## src/rtl/core/ngf_pkg.sv

```systemverilog
// ngf_pkg: shared types, constants and the base-26 power function for the
// n-gram frequency core. No dependencies.
`timescale 1ns / 1ps

package ngf_pkg;

  localparam int unsigned LETTER_W   = 5;
  localparam int unsigned GLEN_W     = 4;
  localparam int unsigned COUNT_W    = 32;
  localparam int unsigned GEN_W      = 8;
  localparam int unsigned OUT_CODE_W = 57;

  localparam logic [LETTER_W-1:0] MAX_LETTER = 5'd25;
  localparam logic [GLEN_W-1:0]   GLEN_RESET = 4'd4;
  localparam logic [COUNT_W-1:0]  COUNT_MAX  = 32'hFFFF_FFFF;
  localparam logic [GEN_W-1:0]    GEN_LAST   = 8'hFF;
  localparam logic [GEN_W-1:0]    GEN_FIRST  = 8'h01;
  localparam logic [63:0]         RADIX      = 64'd26;
  localparam logic [63:0]         HASH_MULT  = 64'h9E37_79B9_7F4A_7C15;

  typedef struct packed {
    logic shift;
    logic clear;
  } ngf_cell_ctrl_t;

  function automatic logic [63:0] pow26(input int unsigned e);
    logic [63:0] r;
    r = 64'd1;
    for (int unsigned k = 0; k < 14; k++) begin
      if (k < e) begin
        r = r * RADIX;
      end
    end
    return r;
  endfunction

endpackage

```

## src/rtl/core/ngf_cell.sv

```systemverilog
// ngf_cell: one letter of the sliding window; takes its neighbour's letter
// on every shift while keep_i is high, else zero. Depends on ngf_pkg.
`timescale 1ns / 1ps

module ngf_cell (
  input  logic                          clk_i,
  input  logic                          rst_ni,
  input  ngf_pkg::ngf_cell_ctrl_t       ctrl_i,
  input  logic                          keep_i,
  input  logic [ngf_pkg::LETTER_W-1:0]  digit_i,
  output logic [ngf_pkg::LETTER_W-1:0]  digit_o
);
  import ngf_pkg::*;

  logic [LETTER_W-1:0] digit_q;

  always_ff @(posedge clk_i or negedge rst_ni) begin
    if (!rst_ni) begin
      digit_q <= '0;
    end else if (ctrl_i.clear) begin
      digit_q <= '0;
    end else if (ctrl_i.shift) begin
      digit_q <= keep_i ? digit_i : '0;
    end
  end

  assign digit_o = digit_q;

endmodule

```

## config.mk

```make
export PLATFORM = sky130hd
export DESIGN_NAME = ngf_cell
export DESIGN_NICKNAME = d
export VERILOG_FILES = /design/src/rtl/core/ngf_pkg.sv /design/src/rtl/core/ngf_cell.sv
export SDC_FILE = /design/constraint.sdc
export NUM_CORES = 1
export LEC_CHECK = 0
export ABC_AREA = 1
export BUFFER_PORTS_ARGS = -buffer_cell sky130_fd_sc_hd__clkbuf_2
export CAP_MARGIN = 0
export CORE_AREA = 2 2 39 41
export DETAILED_ROUTE_END_ITERATION = 12
export DIE_AREA = 0 0 41 43
export HOLD_SLACK_MARGIN = 0.1
export PLACE_DENSITY = 0.42
export SYNTH_ARGS = -nofsm -noshare
export SYNTH_HDL_FRONTEND = slang
export SYNTH_SLANG_ARGS = --single-unit
```

## constraint.sdc

```tcl
create_clock -name clk_i -period 0.8 [get_ports clk_i]
set_input_delay 0.2 -clock clk_i [delete_from_list [all_inputs] [get_ports clk_i]]
set_output_delay 0.2 -clock clk_i [all_outputs]
set_load 0.01 [all_outputs]
```

==> flow_summary_export.csv <==
group,metric,value,unit
timing,max_freq,1.06,GHz
hold_path,hp-class,"input port to flop",
critical_path,cp_max_fo,2,
timing,tightest_slew,0.143,ns
timing,post-route-period-util,1.18,
yosys,ys_types,5,
drt,detail-route-antenna-nets,0,
run_status,status,"finished, violations left",
finish,fillCellCount,155,
critical_path,path_class,"flop to output pin",
timing,timing.final.ws_setup,-0.141,ns
cts,clockRootBuffer,"clkbuf_4",
finish,final_cell_mix,"clkbuf_2 (14), nand2_1 (8), nand4_1 (5), dfrtp_1 (5), clkbuf_4 (3)",
finish,largest_reg_flops,5,
pwr,vdd_ir_drop_max,0.508,mV
pwr,cellLeakagePower,0.213,nW
timing,drv_slew,0,
cts,insertion_delay,0.23,ns
drt,drt_first_pass_iters,1,
die,pin_count,15,
finish,syn_to_final_growth,75.4,%
critical_path,critPathSlowestCell,"dfrtp_1",
finish,antenna_cells,0,
critical_path,cp_cell_sequence,"clkbuf_2",
cts,cts.path.max_buffers,2,
drt,vias_per_cell,3.67,
critical_path,worstSetupStartpointType,"flop",
critical_path,crit_family,"flip-flops",
finish,mostFrequentLayoutCell,"clkbuf_2",
drt,met2WireLength,354,µm
drt,met1_length,209,µm
cts,numClockSinks,5,
yosys,syn-instance-count,22,
critical_path,crit_path_end_kind,"output pin",
finish,nets,55,
die,coreArea,1380,µm²
yosys,ys_seq_area_frac,0.599,
drt,routed.top_layer,"met3",
die,rows,14,
timing,rsz0062_at_grt,"yes",
timing,setup_tns,-0.686,ns
grt,grt_max_degree,7,
critical_path,critPathBufInv,1,
yosys,synth_seq_cells,5,
cts,cts_tree,"yes",
job,drv_cap,0,
critical_path,cp.required,0.60,ns
run_status,violations,"setup timing",
critical_path,arrival,0.74,ns
grt,antenna_found_initial,0,
timing,skew,0,ns
pwr,power.density,1720,nW/µm²
timing,fin_crit,0.941,ns
yosys,yosys_warnings,0,
timing,hold_viol_final,0,
placed_design,portBuffers,14,
die,chipHeight,43,µm
die,initial_core_util,0.151,
timing,whs,0.216,ns
yosys,synth_fp_nets,32,
critical_path,critPathMaxStageDelay,0.37,ns
drt,drc_errors,0,
grt,grt_pass1_wl,855,µm
yosys,syn_avg_cell_area,9.50,µm²
timing,slew_headroom,0.905,
drt,first_iter_violations,0,
drt,wl_met3,28,µm
grt,grt_pass1_vias,218,
timing,setup_viol,6,
drt,totalWireLength,591,µm
cts,cts_made_buffers,3,
grt,track_usage,0.0799,
drt,dr_total_vias,220,
finish,drive_gt1_frac,0.523,
placed_design,routabilityCongestion,0.631,
die,dieArea,1760,µm²
grt,overflow,0,
cts,clk_pin_slew,0.04,ns
drt,wl_per_cell,9.85,µm
finish,stdcell_count,60,
yosys,synth_area,209,µm²
die,chipWidth,41,µm
placed_design,hpwl,451,µm
placed_design,dp.cells,52,
cts,cts_max_level,1,
## Yosys cell counts
library cell | instances | share of area
nand2_1 | 10 | 0.18
nor2_4 | 1 | 0.054
inv_1 | 1 | 0.018
dfrtp_1 | 5 | 0.60
nand4_1 | 5 | 0.15
## layer usage
layer,track usage,vias to the layer above
met5,0,-
met4,0.100,0
met3,0.0157,0
met2,0.106,6
met1,0.0888,96
li1,-,118
## power breakdown
group	internal (W)	total [W]	leakage [nW]	switching [W]
clock network	0.000188	0.000279	0.0150	0.0000908
registers	0.000264	0.000269	0.0682	0.00000502
logic	0.0000408	0.0000843	0.130	0.0000435
## kinds of logic (layout without fill, tap and decap cells)
logic type / after synthesis / count (layout) / share of synthesized area
DFF: 5 / 5 / 0.599
buffers and inverters: 1 / 23 / 0.0179
and+or+nand+nor: 16 / 16 / 0.383
## worst reg2reg max path, stage by stage, from the launching register on
cell and delay (ns):
dfrtp_1 0.37, buf_4 0.14, buf_6 0.10, nand2_2 0.06
nand2_2 0.04
## what timing repair did
action	CTS	global route
hold buffers	1	0
resized for setup	0	3
setup endpoints to repair	5	5
pin swaps	0	1
setup buffers	2	1
endpoints found under the hold margin	5	0
cloned	0	0
## final timing paths
| check | depth (start not counted) | end | slack (ns) | from |
|---|---|---|---|---|
| min | 3 | digit_o[2] | 0.22 | digit_i[2] |
| max reg2reg | 4 | digit_o[4] | -0.02 | digit_o[4] |
| max in group asynchronous | 2 | digit_o[0] | 0.36 | rst_ni |
| min reg2reg | 2 | digit_o[1] | 0.49 | digit_o[1] |
| min in group asynchronous | 2 | digit_o[4] | 0.31 | rst_ni |
| max | 1 | digit_o[4] | -0.14 | digit_o[4] |
## cell type report
class                      instances  area, µm²  share of cell area
clock buffer                       4       26.3              0.0717
tap                               16       20.0              0.0546
inverter                           1       3.75              0.0102
sequential                         5        125               0.341
timing repair buffer              18        106               0.290
multi-input combinational         16       85.1               0.232
## through the flow
| stage | util | total power [W] | cell area, µm² | worst slack, ns |
|---|---|---|---|---|
| detailed placement | 0.216 | 0.000341 | 299 | 0.106 |
| floorplan | - | 0.000293 | 209 | 0.179 |
| global route | 0.265 | 0.000676 | 367 | -0.176 |
| finish | 0.265 | 0.000631 | 367 | -0.141 |
| global placement | 0.216 | 0.000341 | 299 | 0.104 |
| CTS | 0.253 | 0.000641 | 350 | -0.152 |
No activity file was read; power rests on OpenSTA's default activity.
